`config.mk`:
```
export PLATFORM = sky130hd
export DESIGN_NAME = sprite_frame_animation_player
export DESIGN_NICKNAME = d
export VERILOG_FILES = /design/src/hdl/sfa_pkg.sv /design/src/hdl/sfa_cfg.sv /design/src/hdl/sfa_core.sv /design/src/hdl/sprite_frame_animation_player.sv
export SDC_FILE = /design/constraint.sdc
export NUM_CORES = 1
export LEC_CHECK = 0
export BUFFER_PORTS_ARGS = -buffer_cell sky130_fd_sc_hd__buf_2
export CORE_MARGIN = 2
export CORE_UTILIZATION = 61
export DETAILED_ROUTE_END_ITERATION = 7
export PLACE_DENSITY = 0.81
export SLEW_MARGIN = 30
export SYNTH_ARGS = -nofsm -noshare
export SYNTH_HDL_FRONTEND = slang
export SYNTH_SLANG_ARGS = --single-unit
```
`constraint.sdc`:
```
create_clock -name i_clk -period 5.7 [get_ports i_clk]
set_clock_uncertainty 0.1 [all_clocks]
set_input_delay 0.855 -clock i_clk [delete_from_list [all_inputs] [get_ports i_clk]]
set_output_delay 0.855 -clock i_clk [all_outputs]
set_load 0.005 [all_outputs]
```
`src/hdl/sfa_pkg.sv`:
```
`timescale 1ns / 1ps
`default_nettype none

package sfa_pkg;

    // Field and register widths
    localparam int FRAME_W      = 8;
    localparam int COUNT_W      = 9;
    localparam int TICK_REG_W   = 16;
    localparam int SPEED_W      = 8;
    localparam int MODE_W       = 2;
    localparam int OPCODE_W     = 3;
    localparam int STATE_W      = 2;
    localparam int CFG_INDEX_W  = 2;
    localparam int CFG_DATA_W   = 16;
    localparam int SUM_W        = TICK_REG_W + 1;
    localparam int IN_TDATA_W   = 8;
    localparam int IN_TUSER_W   = 3;
    localparam int OUT_TDATA_W  = 16;

    // Parameter defaults
    localparam int DEF_MAX_FRAMES = 256;
    localparam int DEF_TICK_WIDTH = 16;

    // Largest frame count the 8-bit frame index can address
    localparam int FRAME_LIMIT = 256;

    // Command codes
    localparam logic [OPCODE_W-1:0] OP_TICK      = 3'd0;
    localparam logic [OPCODE_W-1:0] OP_PLAY      = 3'd1;
    localparam logic [OPCODE_W-1:0] OP_STOP      = 3'd2;
    localparam logic [OPCODE_W-1:0] OP_PAUSE     = 3'd3;
    localparam logic [OPCODE_W-1:0] OP_RESUME    = 3'd4;
    localparam logic [OPCODE_W-1:0] OP_SET_FRAME = 3'd5;

    // Run states
    localparam logic [STATE_W-1:0] ST_STOPPED = 2'd0;
    localparam logic [STATE_W-1:0] ST_PLAYING = 2'd1;
    localparam logic [STATE_W-1:0] ST_PAUSED  = 2'd2;

    // End behaviours; the unused code behaves as repeat
    localparam logic [MODE_W-1:0] MODE_ONCE     = 2'd0;
    localparam logic [MODE_W-1:0] MODE_REPEAT   = 2'd1;
    localparam logic [MODE_W-1:0] MODE_PINGPONG = 2'd2;

    // Configuration register indexes
    localparam logic [CFG_INDEX_W-1:0] REG_FRAME_TOTAL    = 2'd0;
    localparam logic [CFG_INDEX_W-1:0] REG_TICKS_PER_STEP = 2'd1;
    localparam logic [CFG_INDEX_W-1:0] REG_SPEED_STEP     = 2'd2;
    localparam logic [CFG_INDEX_W-1:0] REG_END_MODE       = 2'd3;

    // Effective configuration seen by the sequencer
    typedef struct packed {
        logic [COUNT_W-1:0]    num_frames;
        logic [TICK_REG_W-1:0] ticks;
        logic [SPEED_W-1:0]    speed;
        logic [MODE_W-1:0]     end_mode;
    } t_cfg;

    // One result word
    typedef struct packed {
        logic                 rejected;
        logic                 anim_done;
        logic                 loop_complete;
        logic                 frame_changed;
        logic [STATE_W-1:0]   run_state;
        logic [FRAME_W-1:0]   shown_frame;
    } t_result;

endpackage

`default_nettype wire

```
`src/hdl/sfa_cfg.sv`:
```
`timescale 1ns / 1ps
`default_nettype none

module sfa_cfg #(
    parameter int MAX_FRAMES = sfa_pkg::DEF_MAX_FRAMES,
    parameter int TICK_WIDTH = sfa_pkg::DEF_TICK_WIDTH
) (
    input  wire logic                               i_clk,
    input  wire logic                               i_rst_n,
    input  wire logic                               i_cfg_wr_en,
    input  wire logic [sfa_pkg::CFG_INDEX_W-1:0]    i_cfg_index,
    input  wire logic [sfa_pkg::CFG_DATA_W-1:0]     i_cfg_data,
    output sfa_pkg::t_cfg                           o_cfg
);

    // Frame count ceiling and usable tick bits, settled at elaboration
    localparam int LIMIT_INT = (MAX_FRAMES < sfa_pkg::FRAME_LIMIT) ?
                               MAX_FRAMES : sfa_pkg::FRAME_LIMIT;
    localparam logic [sfa_pkg::COUNT_W-1:0] LIMIT = sfa_pkg::COUNT_W'(LIMIT_INT);
    localparam int TICK_BITS = (TICK_WIDTH < sfa_pkg::TICK_REG_W) ?
                               TICK_WIDTH : sfa_pkg::TICK_REG_W;
    localparam logic [sfa_pkg::TICK_REG_W-1:0] TICK_MASK =
        sfa_pkg::TICK_REG_W'((64'd1 << TICK_BITS) - 64'd1);

    logic [sfa_pkg::COUNT_W-1:0]    r_frame_total;
    logic [sfa_pkg::TICK_REG_W-1:0] r_ticks_per_step;
    logic [sfa_pkg::SPEED_W-1:0]    r_speed_step;
    logic [sfa_pkg::MODE_W-1:0]     r_end_mode;

    logic [sfa_pkg::TICK_REG_W-1:0] masked_ticks;

    // Register writes
    always_ff @(posedge i_clk) begin
        if (!i_rst_n) begin
            r_frame_total    <= sfa_pkg::COUNT_W'(1);
            r_ticks_per_step <= sfa_pkg::TICK_REG_W'(1);
            r_speed_step     <= sfa_pkg::SPEED_W'(1);
            r_end_mode       <= sfa_pkg::MODE_ONCE;
        end else if (i_cfg_wr_en) begin
            case (i_cfg_index)
                sfa_pkg::REG_FRAME_TOTAL: begin
                    r_frame_total <= i_cfg_data[sfa_pkg::COUNT_W-1:0];
                end
                sfa_pkg::REG_TICKS_PER_STEP: begin
                    r_ticks_per_step <= i_cfg_data;
                end
                sfa_pkg::REG_SPEED_STEP: begin
                    r_speed_step <= i_cfg_data[sfa_pkg::SPEED_W-1:0];
                end
                sfa_pkg::REG_END_MODE: begin
                    r_end_mode <= i_cfg_data[sfa_pkg::MODE_W-1:0];
                end
                default: begin
                end
            endcase
        end
    end

    // Effective values: a zero count or zero tick period acts as one, and the
    // count is held to MAX_FRAMES and to what the frame index can reach.
    assign masked_ticks = r_ticks_per_step & TICK_MASK;

    always_comb begin
        o_cfg.num_frames = (r_frame_total == '0) ? sfa_pkg::COUNT_W'(1) : r_frame_total;
        if (o_cfg.num_frames > LIMIT) begin
            o_cfg.num_frames = LIMIT;
        end
        o_cfg.ticks    = (masked_ticks == '0) ? sfa_pkg::TICK_REG_W'(1) : masked_ticks;
        o_cfg.speed    = r_speed_step;
        o_cfg.end_mode = r_end_mode;
    end

endmodule

`default_nettype wire

```
`src/hdl/sfa_core.sv`:
```
`timescale 1ns / 1ps
`default_nettype none

module sfa_core #(
    parameter int TICK_WIDTH = sfa_pkg::DEF_TICK_WIDTH
) (
    input  wire logic                            i_clk,
    input  wire logic                            i_rst_n,
    input  wire logic                            i_accept,
    input  wire logic [sfa_pkg::OPCODE_W-1:0]    i_opcode,
    input  wire logic [sfa_pkg::FRAME_W-1:0]     i_target_frame,
    input  wire sfa_pkg::t_cfg                   i_cfg,
    output sfa_pkg::t_result                     o_result
);

    // The counter always stays below the tick period, so it needs only as
    // many bits as the period can have.
    localparam int CNT_W = (TICK_WIDTH < sfa_pkg::TICK_REG_W) ?
                           TICK_WIDTH : sfa_pkg::TICK_REG_W;

    logic [sfa_pkg::FRAME_W-1:0] r_frame, n_frame;
    logic [CNT_W-1:0]            r_count, n_count;
    logic [sfa_pkg::STATE_W-1:0] r_state, n_state;
    logic                        r_backward, n_backward;

    logic [sfa_pkg::SUM_W-1:0]   sum;
    logic [sfa_pkg::FRAME_W-1:0] frame_down;
    logic                        looped;
    logic                        done;
    logic                        rej;

    assign sum = sfa_pkg::SUM_W'(r_count) + sfa_pkg::SUM_W'(i_cfg.speed);
    assign frame_down = r_frame - sfa_pkg::FRAME_W'(1);

    // Next state for one command
    always_comb begin
        n_frame    = r_frame;
        n_count    = r_count;
        n_state    = r_state;
        n_backward = r_backward;
        looped     = 1'b0;
        done       = 1'b0;
        rej        = 1'b0;
        case (i_opcode)
            sfa_pkg::OP_TICK: begin
                if (r_state == sfa_pkg::ST_PLAYING) begin
                    if (sum >= sfa_pkg::SUM_W'(i_cfg.ticks)) begin
                        n_count = '0;
                        if (i_cfg.end_mode == sfa_pkg::MODE_PINGPONG && r_backward) begin
                            if (r_frame == '0) begin
                                // Bounce at the bottom turns forward again.
                                n_backward = 1'b0;
                                n_frame    = (i_cfg.num_frames > sfa_pkg::COUNT_W'(1)) ?
                                             sfa_pkg::FRAME_W'(1) : '0;
                                looped     = 1'b1;
                            end else if ({1'b0, frame_down} >= i_cfg.num_frames) begin
                                // Count shrank under us: land on the last frame.
                                n_frame = sfa_pkg::FRAME_W'(i_cfg.num_frames -
                                                            sfa_pkg::COUNT_W'(1));
                            end else begin
                                n_frame = frame_down;
                            end
                        end else if (sfa_pkg::COUNT_W'(r_frame) + sfa_pkg::COUNT_W'(1) >=
                                     i_cfg.num_frames) begin
                            if (i_cfg.end_mode == sfa_pkg::MODE_ONCE) begin
                                n_state = sfa_pkg::ST_STOPPED;
                                done    = 1'b1;
                            end else if (i_cfg.end_mode == sfa_pkg::MODE_PINGPONG) begin
                                n_backward = 1'b1;
                                n_frame    = (i_cfg.num_frames >= sfa_pkg::COUNT_W'(2)) ?
                                             sfa_pkg::FRAME_W'(i_cfg.num_frames -
                                                               sfa_pkg::COUNT_W'(2)) : '0;
                                looped     = 1'b1;
                            end else begin
                                n_frame = '0;
                                looped  = 1'b1;
                            end
                        end else begin
                            n_frame = r_frame + sfa_pkg::FRAME_W'(1);
                        end
                    end else begin
                        n_count = sum[CNT_W-1:0];
                    end
                end
            end
            sfa_pkg::OP_PLAY: begin
                if (r_state != sfa_pkg::ST_PLAYING) begin
                    n_state    = sfa_pkg::ST_PLAYING;
                    n_frame    = '0;
                    n_count    = '0;
                    n_backward = 1'b0;
                end
            end
            sfa_pkg::OP_STOP: begin
                n_state = sfa_pkg::ST_STOPPED;
                n_frame = '0;
                n_count = '0;
            end
            sfa_pkg::OP_PAUSE: begin
                if (r_state == sfa_pkg::ST_PLAYING) begin
                    n_state = sfa_pkg::ST_PAUSED;
                end
            end
            sfa_pkg::OP_RESUME: begin
                if (r_state == sfa_pkg::ST_PAUSED) begin
                    n_state = sfa_pkg::ST_PLAYING;
                end
            end
            sfa_pkg::OP_SET_FRAME: begin
                if (sfa_pkg::COUNT_W'(i_target_frame) < i_cfg.num_frames) begin
                    if (i_target_frame != r_frame) begin
                        n_frame = i_target_frame;
                        n_count = '0;
                    end
                end else begin
                    rej = 1'b1;
                end
            end
            default: begin
            end
        endcase
    end

    // Sequencer state, updated once per accepted word
    always_ff @(posedge i_clk) begin
        if (!i_rst_n) begin
            r_frame    <= '0;
            r_count    <= '0;
            r_state    <= sfa_pkg::ST_STOPPED;
            r_backward <= 1'b0;
        end else if (i_accept) begin
            r_frame    <= n_frame;
            r_count    <= n_count;
            r_state    <= n_state;
            r_backward <= n_backward;
        end
    end

    // Result for this command
    always_comb begin
        o_result.shown_frame   = n_frame;
        o_result.run_state     = n_state;
        o_result.frame_changed = (n_frame != r_frame);
        o_result.loop_complete = looped;
        o_result.anim_done     = done;
        o_result.rejected      = rej;
    end

endmodule

`default_nettype wire

```
`src/hdl/sprite_frame_animation_player.sv`:
```
`timescale 1ns / 1ps
`default_nettype none

// Sprite frame animation player. Each input word is one command (tick, play,
// stop, pause, resume or set frame) and yields exactly one result word with
// the frame index and run state after the command, plus event flags. A
// command is taken every clock cycle while the result register is empty or
// being drained: the sequencer state and the result register both update
// in the cycle the word is accepted, so the result appears in the next
// cycle. Configuration writes take effect on the next command and should
// only be made while no result is pending.
module sprite_frame_animation_player #(
    parameter int MAX_FRAMES = sfa_pkg::DEF_MAX_FRAMES,
    parameter int TICK_WIDTH = sfa_pkg::DEF_TICK_WIDTH
) (
    input  wire logic                               i_clk,
    input  wire logic                               i_rst_n,
    input  wire logic                               i_cfg_wr_en,
    input  wire logic [sfa_pkg::CFG_INDEX_W-1:0]    i_cfg_index,
    input  wire logic [sfa_pkg::CFG_DATA_W-1:0]     i_cfg_data,
    input  wire logic                               s_axis_tvalid,
    output      logic                               s_axis_tready,
    // target_frame [7:0]
    input  wire logic [sfa_pkg::IN_TDATA_W-1:0]     s_axis_tdata,
    // opcode [2:0]
    input  wire logic [sfa_pkg::IN_TUSER_W-1:0]     s_axis_tuser,
    output      logic                               m_axis_tvalid,
    input  wire logic                               m_axis_tready,
    // shown_frame [7:0], run_state [9:8], frame_changed [10],
    // loop_complete [11], anim_done [12], rejected [13], zero [15:14]
    output      logic [sfa_pkg::OUT_TDATA_W-1:0]    m_axis_tdata
);

    sfa_pkg::t_cfg    cfg;
    sfa_pkg::t_result result;
    sfa_pkg::t_result r_result;
    logic             r_out_valid;
    logic             accept;

    sfa_cfg #(
        .MAX_FRAMES (MAX_FRAMES),
        .TICK_WIDTH (TICK_WIDTH)
    ) u_cfg (
        .i_clk       (i_clk),
        .i_rst_n     (i_rst_n),
        .i_cfg_wr_en (i_cfg_wr_en),
        .i_cfg_index (i_cfg_index),
        .i_cfg_data  (i_cfg_data),
        .o_cfg       (cfg)
    );

    // Input side is ready whenever the result register can take a new word.
    assign s_axis_tready = !r_out_valid || m_axis_tready;
    assign accept        = s_axis_tvalid && s_axis_tready;

    sfa_core #(
        .TICK_WIDTH (TICK_WIDTH)
    ) u_core (
        .i_clk          (i_clk),
        .i_rst_n        (i_rst_n),
        .i_accept       (accept),
        .i_opcode       (s_axis_tuser),
        .i_target_frame (s_axis_tdata),
        .i_cfg          (cfg),
        .o_result       (result)
    );

    // Result register
    always_ff @(posedge i_clk) begin
        if (!i_rst_n) begin
            r_out_valid <= 1'b0;
        end else if (accept) begin
            r_out_valid <= 1'b1;
        end else if (m_axis_tready) begin
            r_out_valid <= 1'b0;
        end
    end

    always_ff @(posedge i_clk) begin
        if (accept) begin
            r_result <= result;
        end
    end

    assign m_axis_tvalid = r_out_valid;
    assign m_axis_tdata  = {2'b00, r_result};

endmodule

`default_nettype wire
```
Yosys cells after proc, flatten, opt, wreduce, memory -nomap -nowiden
Cells that the tools add are included.

Register bits after elaboration: 77. Logic and storage cells: 125.

Add/sub/neg operators: 6. $lt $le $gt $ge: 7. Equality and inequality tests: 23. Multiplexer cells: 49. Bitwise operators: 4. Reduce and logical (&&, ||, !) cells: 21.

Operators with widths (count): $mux 16 (6); $mux 8 (12); $pmux 16 s4 (1); $pmux 8 s4 (1); $mux 9 (2); $add 16x8->17 (1); $ge 17x16->1 (1); $mux 1 (17); $logic_not 16->1 (1); $mux 2 (8); $ne 8x8->1 (2); $sub 8x1->8 const B (2); $ne 2x1->1 const B (6); $pmux 2 s5 (1); $add 8x1->9 const B (1); $ge 8x9->1 (1); $ge 9x2->1 const B (1); $ge 9x9->1 (1); $gt 9x1->1 const B (1); $gt 9x9->1 const B (1); $logic_not 9->1 (1); $lt 8x9->1 (1); $reduce_and 9->1 (1); $add 8x1->8 const B (1); other kinds (23) (39).

Depth between registers and ports, before layout
Gate-level depths: netlist of the first run.

Depth in word-level cells: 14. Gate-level depth with buffers: 21.

Hierarchy
From an unflattened synthesis of the first run, not the netlist that was laid out.

Cells, all modules: 771. Area total of the unflattened synthesis: 6226.0 sq um.

Modules (own cells, without submodules): sfa_core (times used 1, cells an instance 583, area each 4186.5 sq um); sfa_cfg (times used 1, cells an instance 166, area each 1542.7 sq um); sprite_frame_animation_player (times used 1, cells an instance 22, area each 496.7 sq um).

Least setup slack after synthesis of the first run
OpenSTA, ideal clock, no wires.

Kind: register to register. Start: reg u_cfg.r_speed_step[1] in the netlist's numbering. End: reg r_result, in the netlist m_axis_tdata[10] (data pin). Setup time: 0.259 ns. Arrival: 4.120 ns. Required time: 5.341 ns. Slack: 1.221 ns. Stages on the path, launching flop included: 21. Buffers on the path: 0. Clock period less this slack: 4.479 ns. Cell sequence: dfxtp_1 ha_1 a21o_1 a21oi_1 o21bai_1 a21oi_1 o21bai_1 a41oi_1 nor3_1 xnor2_1 ha_1 a21oi_1 nand3_1 a211o_1 a21oi_1 a21o_1 nor3_1 a31oi_1 a2bb2oi_1 o2111ai_1 a211o_1.

RTL lines: start, declared (RTL line sfa_cfg.sv:27) `logic [sfa_pkg::SPEED_W-1:0] r_speed_step;`; start signal, assigned (RTL line sfa_cfg.sv:37) `r_speed_step <= sfa_pkg::SPEED_W'(1);`; start signal, assigned (RTL line sfa_cfg.sv:48) `r_speed_step <= i_cfg_data[sfa_pkg::SPEED_W-1:0];`; end signal, assigned (RTL line sprite_frame_animation_player.sv:81) `r_result <= result;`; end, declared (RTL line sprite_frame_animation_player.sv:36) `sfa_pkg::t_result r_result;`.

==> impl_metrics.json, run 1 <==
{
  "status": "finished, final reports clean",
  "vias_per_cell": 6.20,
  "synth_ff_type": "dfxtp_1",
  "yosysSeqAreaShare_pct": 27.0,
  "fin_ws_ns": 0.490,
  "ys_ff_latch": 77,
  "finalHoldViolations": 0,
  "antenna_found_initial": 0,
  "gr-usage-met2_pct": 53.2,
  "n_antenna_cell": 0,
  "drtIter0Drc": 379,
  "die_h_um": 105,
  "instances_no_fill": 951,
  "die_width_um": 105,
  "place_hpwl_um": 12900,
  "yosys_warnings": 0,
  "finalNetCount": 904,
  "async_reset_ff_share_pct": 0,
  "cts_resized": 0,
  "timing.final.crit_share_pct": 91.4,
  "drive_above_1_share_pct": 11.6,
  "n_fill_cell": 877,
  "synth_cell_types": 85,
  "tritoncts": "yes",
  "max-clock-path-buffers": 2,
  "die_area_um2": 11100,
  "power_density_nw_per_um2": 219,
  "fin_tns_setup_ns": 0,
  "postCtsSetupBuffers": 0,
  "grt_usage_pct": 31.4,
  "drt-pass1-iter-count": 7,
  "slew_violations": 0,
  "drc": 0,
  "grt_pass1_vias": 5609,
  "startpoint_type": "flop",
  "worstSetupEndpointType": "flop",
  "post_drt_wl_per_cell_um": 17.7,
  "dp.cells": 936,
  "placed_cell_area_um2": 6370,
  "setup_viol": 0,
  "crit_fanout": 7,
  "worstPathArrival_ns": 5.22,
  "crit_type": "flop to flop",
  "routed_wl_um": 16800,
  "syn_avg_cell_area_um2": 7.89,
  "grt_use_met1_pct": 39.5,
  "use_met3_pct": 4.24,
  "grt_pass1_wl_um": 27800,
  "core_region_area_um2": 9860,
  "drt.antenna.violating_nets": 0,
  "finalInstanceArea_um2": 6560,
  "final.min_clock_period_ns": 5.21,
  "r2r_slack_ns": 0.49,
  "grt_busiest_layer": "met2",
  "grt_max_degree": 54,
  "syn-cell-area_um2": 6240,
  "tightest_slew_ns": 0.947,
  "slew_headroom_pct": 36.6,
  "grt_setup_unrepaired": "false",
  "clk-insertion-delay-late_ns": 0.35,
  "htreeDepth": 3,
  "preCtsSetupSlack_ns": 0.578,
  "hold_class": "flop to flop",
  "path_clk_slew_ns": 0.07,
  "num_vias": 5897,
  "numCtsBuffers": 9,
  "hold_ws_ns": 0.365,
  "grt-ovfl-total": 0,
  "pin_count": 52,
  "num_rows": 36,
  "ctsRootBufferMaster": "clkbuf_8",
  "ir_drop_mv": 0.142,
  "netlist_instances": 791,
  "gp_congestion": 0.992,
  "syn_to_final_growth_pct": 5.09,
  "worstPathRequired_ns": 5.71,
  "drv_cap": 0,
  "hold_buffers": 0,
  "io_buffers": 49,
  "p_leak_uw": 0.00265,
  "cts.sinks": 77,
  "synth_enable_flop_cells": 14,
  "initial_utilization_pct": 63.2,
  "fmax_mhz": 192
}
## stage by stage
stage | total power, µW | utilization [%]
6_report | 1430 | 66.5
5_1_grt | 1510 | 66.5
4_1_cts | 1430 | 66.4
3_5_place_dp | 1030 | 64.6
3_3_place_gp | 1020 | 64.6
2_1_floorplan | 922 | -
## layout make-up
class,count,area (µm²),share of cell area (%)
multi-input combinational,633,4100,62.5
tap,133,166,2.54
clock buffer,13,149,2.27
timing repair buffer,53,275,4.20
sequential,77,1680,25.6
inverter,40,150,2.29
clock inverter,2,35.0,0.534
## critical path, stage by stage (launching register included)
cell and delay, ns:
dfxtp_1 0.40, ha_1 0.26, a21o_1 0.15, a21oi_1 0.20, o21bai_1 0.09, a21oi_1 0.24
o21bai_1 0.13, a41oi_1 0.54, nor3_1 0.14, xnor2_1 0.24, ha_1 0.32, a21oi_1 0.17
nand3_1 0.09, a211o_1 0.22, a21oi_1 0.43, a211o_1 0.36, o221ai_2 0.19, and2b_1 0.20
o21ai_1 0.12, o2111ai_1 0.14, a211o_1 0.25
## synth_stat cells, types with 12 or more instances
master / n / area, µm²
a21oi_1: 85 / 425
a22oi_1: 12 / 90.1
clkbuf_1: 21 / 78.8
dfxtp_1: 63 / 1260
edfxtp_1: 14 / 420
ha_1: 55 / 688
inv_1: 38 / 143
mux2i_1: 12 / 120
nand2_1: 110 / 413
nand3_1: 19 / 95.1
nor2_1: 73 / 274
nor3_1: 19 / 95.1
o21ai_0: 37 / 185
xnor2_1: 20 / 175
xor2_1: 21 / 184
## power by group
| group | leakage, µW | switching (µW) | internal, µW |
|---|---|---|---|
| Sequential | 0.000651 | 25.9 | 577 |
| Clock | 0.0000935 | 194 | 212 |
| Combinational | 0.00190 | 266 | 158 |
## worst paths after layout
check                   startpoint                     to  cells after the start
min reg2reg  u_cfg.r_speed_step[7]  u_cfg.r_speed_step[7]                      2
min          u_cfg.r_speed_step[7]  u_cfg.r_speed_step[7]                      2
max              u_core.r_count[1]       m_axis_tdata[10]                     20
max reg2reg      u_core.r_count[1]       m_axis_tdata[10]                     20
## flip-flops by register name, indices dropped and copies added (netlist names)
signal / count
u_cfg.r_end_mode: 2
u_cfg.r_frame_total: 9
u_cfg.r_speed_step: 8
u_core.r_count: 16
m_axis_tvalid: 1
u_cfg.masked_ticks: 16
u_core.r_backward: 1
u_core.r_state: 2
m_axis_tdata: 14
u_core.r_frame: 8
## metal layers
layer | routed length [µm] | vias up
li1 | - | 2884
met3 | 1120 | 46
met5 | 0 | -
met1 | 6970 | 2740
met2 | 8110 | 227
met4 | 633 | 0
## cell families (layout without fill, tap and decap cells)
kind of cell | after synthesis | count (layout) | synth area share (%)
simple gates | 291 | 291 | 22.1
compound gates | 230 | 230 | 24.1
buf+inv | 82 | 108 | 7.52
flops | 77 | 77 | 27.0
fa+ha+maj | 56 | 56 | 11.4
xor+xnor | 41 | 41 | 5.76
mux | 13 | 13 | 2.11
other cells | 1 | 2 | 0.0601
## placed cells by master (no fill, tap or decap), drive strengths merged, types with 4 or more instances in the layout
cell type,instances
ha,55
a21boi,6
dfxtp,63
o21bai,6
clkbuf,13
a22oi,12
o211ai,10
a21oi,87
buf,53
nand4,9
xor2,21
nor4,11
a21o,5
nand2b,8
nand3,19
inv,39
and3,5
edfxtp,14
o21ai,43
and2,4
a211oi,11
a211o,4
nand2,110
xnor2,20
mux2i,12
o21a,5
or3,4
nor3,20
nor2,76
or2,4
a31oi,8
No activity file was read; power rests on OpenSTA's default activity.
==> run 2: changes to the inputs <==
--- a/config.mk
+++ b/config.mk
@@ -7,9 +7,9 @@
 export LEC_CHECK = 0
 export BUFFER_PORTS_ARGS = -buffer_cell sky130_fd_sc_hd__buf_2
 export CORE_MARGIN = 2
-export CORE_UTILIZATION = 61
+export CORE_UTILIZATION = 55
 export DETAILED_ROUTE_END_ITERATION = 7
-export PLACE_DENSITY = 0.81
+export PLACE_DENSITY = 0.74
 export SLEW_MARGIN = 30
 export SYNTH_ARGS = -nofsm -noshare
 export SYNTH_HDL_FRONTEND = slang
==> run 2 against run 1 <==
Net effect: cell area rose by 1.9%; worst hold slack improved by 0.0029 ns; sequential share of layout area fell by 0.49 points; clock power rose by 49%; global-route usage fell by 2.3 points; critical path depth fell by 1; register-to-register slack improved by 0.07 ns; largest power group unchanged; non-clock buffer count fell by 1; maximum frequency rose by 1.4%; sequential power rose by 0.8%; setup slack improved by 0.071 ns; critical endpoint unchanged.
==> impl_metrics.json, run 2 (synthesis gave the netlist of run 1 again) <==
{
  "status": "finished, final reports clean",
  "crit_fanout": 6,
  "grt_setup_unrepaired": "false",
  "grt-ovfl-total": 0,
  "ir_drop_mv": 0.200,
  "drt.antenna.violating_nets": 0,
  "grt_max_degree": 54,
  "drtIter0Drc": 423,
  "finalNetCount": 903,
  "place_hpwl_um": 13300,
  "timing.final.crit_share_pct": 90.1,
  "routed_wl_um": 17600,
  "grt_pass1_vias": 5727,
  "cp.buffers_inverters": 0,
  "n_fill_cell": 1018,
  "path_clk_slew_ns": 0.06,
  "worstSetupEndpointType": "flop",
  "clk-insertion-delay-late_ns": 0.35,
  "tightest_slew_ns": 0.940,
  "hold_class": "flop to flop",
  "post_drt_wl_per_cell_um": 18.4,
  "drv_cap": 0,
  "cts.sinks": 77,
  "num_rows": 38,
  "p_total_uw": 1630,
  "n_antenna_cell": 0,
  "path_cells": "ha_1, a21o_1, a21oi_1, o21bai_1, a21oi_1, o21bai_1, a41oi_1, nor2_1, xor2_1, ha_1, nand3_1, nor4_1, a21oi_1, a211oi_1, o211ai_2, o211ai_2, and4_1, o2111ai_1, a211o_1",
  "gp_congestion": 0.980,
  "setup_viol": 0,
  "initial_utilization_pct": 57.0,
  "cpMostUsedCell": "a21oi_1",
  "crit_family": "compound AO/OA/AOI/OAI gates",
  "p_leak_uw": 0.00270,
  "postCtsSetupBuffers": 0,
  "pin_count": 52,
  "cpMaxStageDelayCell": "a211oi_1",
  "crit_type": "flop to flop",
  "grt_usage_pct": 29.1,
  "final_util_pct": 61.1,
  "syn_to_final_growth_pct": 7.12,
  "tritoncts": "yes",
  "drt-pass1-iter-count": 5,
  "fin_tns_setup_ns": 0,
  "finalHoldViolations": 0,
  "max-clock-path-buffers": 2,
  "vias_per_cell": 6.15,
  "die_h_um": 111,
  "hold_ws_ns": 0.368,
  "power_density_nw_per_um2": 245,
  "io_buffers": 49,
  "hold_buffers": 0,
  "drc": 0,
  "grt_pass1_wl_um": 28800,
  "slowest_delay_ns": 0.59,
  "drive_above_1_share_pct": 11.6,
  "cts_resized": 0,
  "wl_met1_um": 7410,
  "slew_violations": 0,
  "final_common_cell": "nand2_1",
  "met2RoutedLength_um": 8720,
  "final.min_clock_period_ns": 5.14,
  "htreeDepth": 3,
  "dr.max_layer_used": "met4",
  "die_width_um": 111,
  "final_cell_mix": "nand2_1 (110), a21oi_1 (85), nor2_1 (72)",
  "fmax_mhz": 195,
  "worstPathRequired_ns": 5.69,
  "die_area_um2": 12200,
  "worstPathArrival_ns": 5.13,
  "dp.cells": 942,
  "instances_no_fill": 958,
  "numCtsBuffers": 9,
  "dr_wl_met3_um": 1000,
  "num_vias": 5893,
  "startpoint_type": "flop",
  "ctsRootBufferMaster": "clkbuf_16",
  "antenna_found_initial": 0,
  "slew_headroom_pct": 37.3,
  "core_region_area_um2": 10900
}
run 2: cell types whose count changed in the layout (fill, tap and decap cells not counted):
cell / previous run / this run
clkinvlp_4: 0 / 1
clkbuf_16: 0 / 9
clkbuf_8: 10 / 0
buf_4: 4 / 3
bufinv_16: 1 / 2
run 2: tightest hold or removal path, cell delays in order, from the launching register on:
cell and delay, ns:
dfxtp_1 0.31, nand2_1 0.05, a21oi_1 0.06
run 2: metal layers:
| layer | up-vias | global-route usage, % |
|---|---|---|
| met1 | 2779 | 35.4 |
| met4 | 0 | 11.9 |
| met2 | 188 | 51.7 |
| li1 | 2892 | - |
| met5 | - | 0 |
| met3 | 34 | 3.90 |
run 2: area by class of cell:
type | instances | area (µm²) | area share, %
multi-input combinational | 633 | 4100 | 61.3
sequential | 77 | 1680 | 25.2
timing repair buffer | 52 | 268 | 4.01
clock buffer | 12 | 236 | 3.54
tap | 140 | 175 | 2.62
inverter | 40 | 150 | 2.25
clock inverter | 4 | 72.6 | 1.09
run 2: power breakdown:
part	switching (µW)	total, µW	internal [µW]
sequential	30.3	608	578
combinational	263	420	157
clock	223	606	383
run 2: path summary, 6_finish.rpt:
check / cells past startpoint / from / slack [ns] / end
max: 19 / u_cfg.r_speed_step[1] / 0.56 / m_axis_tdata[10]
min: 2 / u_cfg.r_speed_step[2] / 0.37 / u_cfg.r_speed_step[2]
max reg2reg: 19 / u_cfg.r_speed_step[1] / 0.56 / m_axis_tdata[10]
min reg2reg: 2 / u_cfg.r_speed_step[2] / 0.37 / u_cfg.r_speed_step[2]
run 2: stage by stage:
stage | area [µm²] | setup slack (ns)
floorplan | 6240 | 1.22
global placement | 6370 | 0.705
detailed placement | 6370 | 0.600
CTS | 6680 | 0.570
global route | 6680 | 0.0358
finish | 6680 | 0.561
==> run 3: changes to the inputs <==
--- a/config.mk
+++ b/config.mk
@@ -5,6 +5,7 @@
 export SDC_FILE = /design/constraint.sdc
 export NUM_CORES = 1
 export LEC_CHECK = 0
+export ABC_AREA = 1
 export BUFFER_PORTS_ARGS = -buffer_cell sky130_fd_sc_hd__buf_2
 export CORE_MARGIN = 2
 export CORE_UTILIZATION = 55
==> constraint.sdc (replaced) <==
create_clock -name i_clk -period 5.7 [get_ports i_clk]
set_clock_uncertainty 0.1 [all_clocks]
set_input_delay 0.855 -clock i_clk [delete_from_list [all_inputs] [get_ports i_clk]]
set_output_delay 0.855 -clock i_clk [all_outputs]
set_load 0.02 [all_outputs]
==> run 3 against run 2 <==
Net effect: final cell count rose by 17%; largest power group is now the clock network; cell area rose by 3.9%; clock-buffer cell count decreased by 1; sequential cell count is the same; maximum frequency up 8.9%; combinational power is 33% higher; wire length shrank 0.92%; utilization is 0.24 points higher; non-clock buffer count fell by 2; global-route usage down 0.85 points; sequential power about the same.
==> impl_metrics.json, run 3 <==
{
  "crit_fanout": 10,
  "die_width_um": 111,
  "synth.most_common_cell": "nand2_1",
  "instances_no_fill": 1120,
  "hold_ws_ns": 0.369,
  "postCtsSetupBuffers": 0,
  "slowest_delay_ns": 0.38,
  "p_total_uw": 1800,
  "antenna_found_initial": 0,
  "netlist_instances": 941,
  "grt-ovfl-total": 0,
  "worstPathArrival_ns": 4.72,
  "drt-pass1-iter-count": 6,
  "synth_cell_types": 50,
  "n_antenna_cell": 0,
  "tritoncts": "yes",
  "yosys_warnings": 0,
  "syn_avg_cell_area_um2": 6.73,
  "setup_viol": 0,
  "muxShareOfSynthArea_pct": 0,
  "synth_ff_type": "dfxtp_1",
  "synthTopCellsByCount": "nand2_1 (215), inv_1 (118), nor2_1 (86)",
  "drv_cap": 0,
  "ir_drop_mv": 0.256,
  "path_clk_slew_ns": 0.06,
  "final_cell_mix": "nand2_1 (215), inv_1 (118), nor2_1 (86)",
  "synth_fa_ha_area_share_pct": 11.2,
  "htreeDepth": 3,
  "worstPathRequired_ns": 5.70,
  "final.min_clock_period_ns": 4.72,
  "routed_wl_um": 17400,
  "num_vias": 6323,
  "crit_path_end": "m_axis_tdata[10]",
  "dp.cells": 1104,
  "cpMostUsedCell": "nand2_1",
  "timing.rr.start": "u_core.r_count[2]",
  "hold_buffers": 0,
  "cpMaxStageDelayCell": "ha_1",
  "ctsRootBufferMaster": "clkbuf_16",
  "slew_headroom_pct": 39.5,
  "cts_resized": 0,
  "grt_setup_unrepaired": "false",
  "drive_above_1_share_pct": 12.6,
  "io_buffers": 49,
  "r2r_cells": 31,
  "synth_top_area_share_pct": 19.9,
  "post_drt_wl_per_cell_um": 15.6,
  "ys_ff_latch": 77,
  "cts.sinks": 77,
  "vias_per_cell": 5.65,
  "fmax_mhz": 212,
  "synthTopCellsByArea": "dfxtp_1 (20%), nand2_1 (13%), ha_1 (11%)",
  "core_region_area_um2": 11300,
  "fin_tns_setup_ns": 0,
  "p_leak_uw": 0.00335,
  "n_fill_cell": 1082,
  "path_depth": 31,
  "grt_usage_pct": 28.3,
  "yosysSeqAreaShare_pct": 26.5,
  "grt_max_degree": 44,
  "gp_congestion": 0.971,
  "multi_input_area_um2": 4020,
  "power_density_nw_per_um2": 259,
  "drc": 0,
  "cp.buffers_inverters": 3,
  "grt_pass1_vias": 5996,
  "synth_compound_area_share_pct": 17.1,
  "crit_family": "simple AND/OR/NAND/NOR gates",
  "place_hpwl_um": 13300,
  "synth_top_family_by_area": "simple AND/OR/NAND/NOR gates",
  "die_h_um": 111,
  "crit_type": "flop to flop",
  "syn-cell-area_um2": 6340,
  "regToRegEndpoint": "m_axis_tdata[10]",
  "status": "finished, final reports clean",
  "yosysTopAreaCell": "dfxtp_1",
  "drtIter0Drc": 362,
  "synth_enable_flop_cells": 14,
  "hold_class": "flop to flop",
  "synth-xor-area-share_pct": 4.29,
  "r2r_slack_ns": 0.98,
  "tightest_slew_ns": 0.907,
  "clk-insertion-delay-late_ns": 0.35,
  "finalHoldViolations": 0,
  "startpoint_type": "flop",
  "syn_to_final_growth_pct": 9.62,
  "max-clock-path-buffers": 2,
  "pin_count": 52,
  "layout.area.seq_um2": 1680,
  "numCtsBuffers": 9,
  "worstSetupEndpointType": "flop",
  "die_area_um2": 12400,
  "grt_pass1_wl_um": 28600,
  "holdPathStages": 2,
  "startpoint": "u_core.r_count[2]",
  "drt.antenna.violating_nets": 0,
  "finalNetCount": 1062,
  "num_rows": 39,
  "initial_utilization_pct": 56.0,
  "final_common_cell": "nand2_1",
  "synth-simple-area-share_pct": 30.6,
  "async_reset_ff_share_pct": 0,
  "timing.final.crit_share_pct": 82.8,
  "slew_violations": 0
}
==> run 3: cell types whose count changed after synthesis, moves of 10 or more <==
cell,change
nand2_1,+105
inv_1,+80
nand3_1,+42
a21oi_1,-20
nand4_1,+20
nand2_2,+17
o21ai_0,+17
nor3_1,-15
nor2_1,+13
o221ai_1,+13
mux2i_1,-12
a21oi_2,+11
clkbuf_8,-10
==> run 3: per-layer routing <==
| layer | global-route usage, % | part of all wire [%] | vias to the layer above |
|---|---|---|---|
| li1 | - | - | 3193 |
| met1 | 34.9 | 42 | 2868 |
| met2 | 48.5 | 48 | 222 |
| met3 | 5.12 | 6.3 | 40 |
| met4 | 12.3 | 3.1 | 0 |
| met5 | 0 | 0 | - |
==> run 3: final cells by class <==
type	count	area share, %
inverter	130	7.06
tap	143	2.58
clock buffer	11	3.66
clock inverter	5	1.04
multi-input combinational	704	57.8
sequential	77	24.2
timing repair buffer	50	3.64
==> run 3: worst min path at each step <==
stage / slack, ns / start / to
after floorplan: 0.34 / u_cfg.r_speed_step[0] / u_cfg.r_speed_step[0]
after global placement: 0.36 / u_core.r_count[0] / u_core.r_count[0]
after detailed placement: 0.37 / u_core.r_count[0] / u_core.r_count[0]
after CTS: 0.37 / u_cfg.r_end_mode[1] / u_cfg.r_end_mode[1]
after global routing: 0.39 / u_cfg.r_speed_step[0] / u_cfg.r_speed_step[0]
final: 0.37 / u_cfg.r_end_mode[1] / u_cfg.r_end_mode[1]
==> run 3: cell families (layout without fill, tap and decap cells) <==
group                      after synthesis  in the layout
AOI/OAI and AO/OA                      180            180
xor gates and xnor gates                31             31
adders and majority gates               56             56
buffers and inverters                  161            196
DFF                                     77             77
other                                    1              2
and+or+nand+nor                        435            435
==> run 3: worst min-delay path, stage by stage, from the launching register on <==
cell and delay, ns:
dfxtp_1 0.30, inv_1 0.06, a21oi_1 0.05
==> run 3: metrics by stage <==
stage | worst slack (ns) | utilization, % | instance area [µm²]
final | 0.982 | 61.4 | 6950
after global routing | 0.503 | 61.4 | 6950
after CTS | 1.10 | 61.4 | 6950
after detailed placement | 1.15 | 58.5 | 6620
after global placement | 1.12 | 58.5 | 6620
after floorplan | 1.85 | - | 6340
==> run 3: where the power goes <==
group          switching, µW  internal [µW]
Sequential              24.9            584
Combinational            374            184
Clock                    229            406
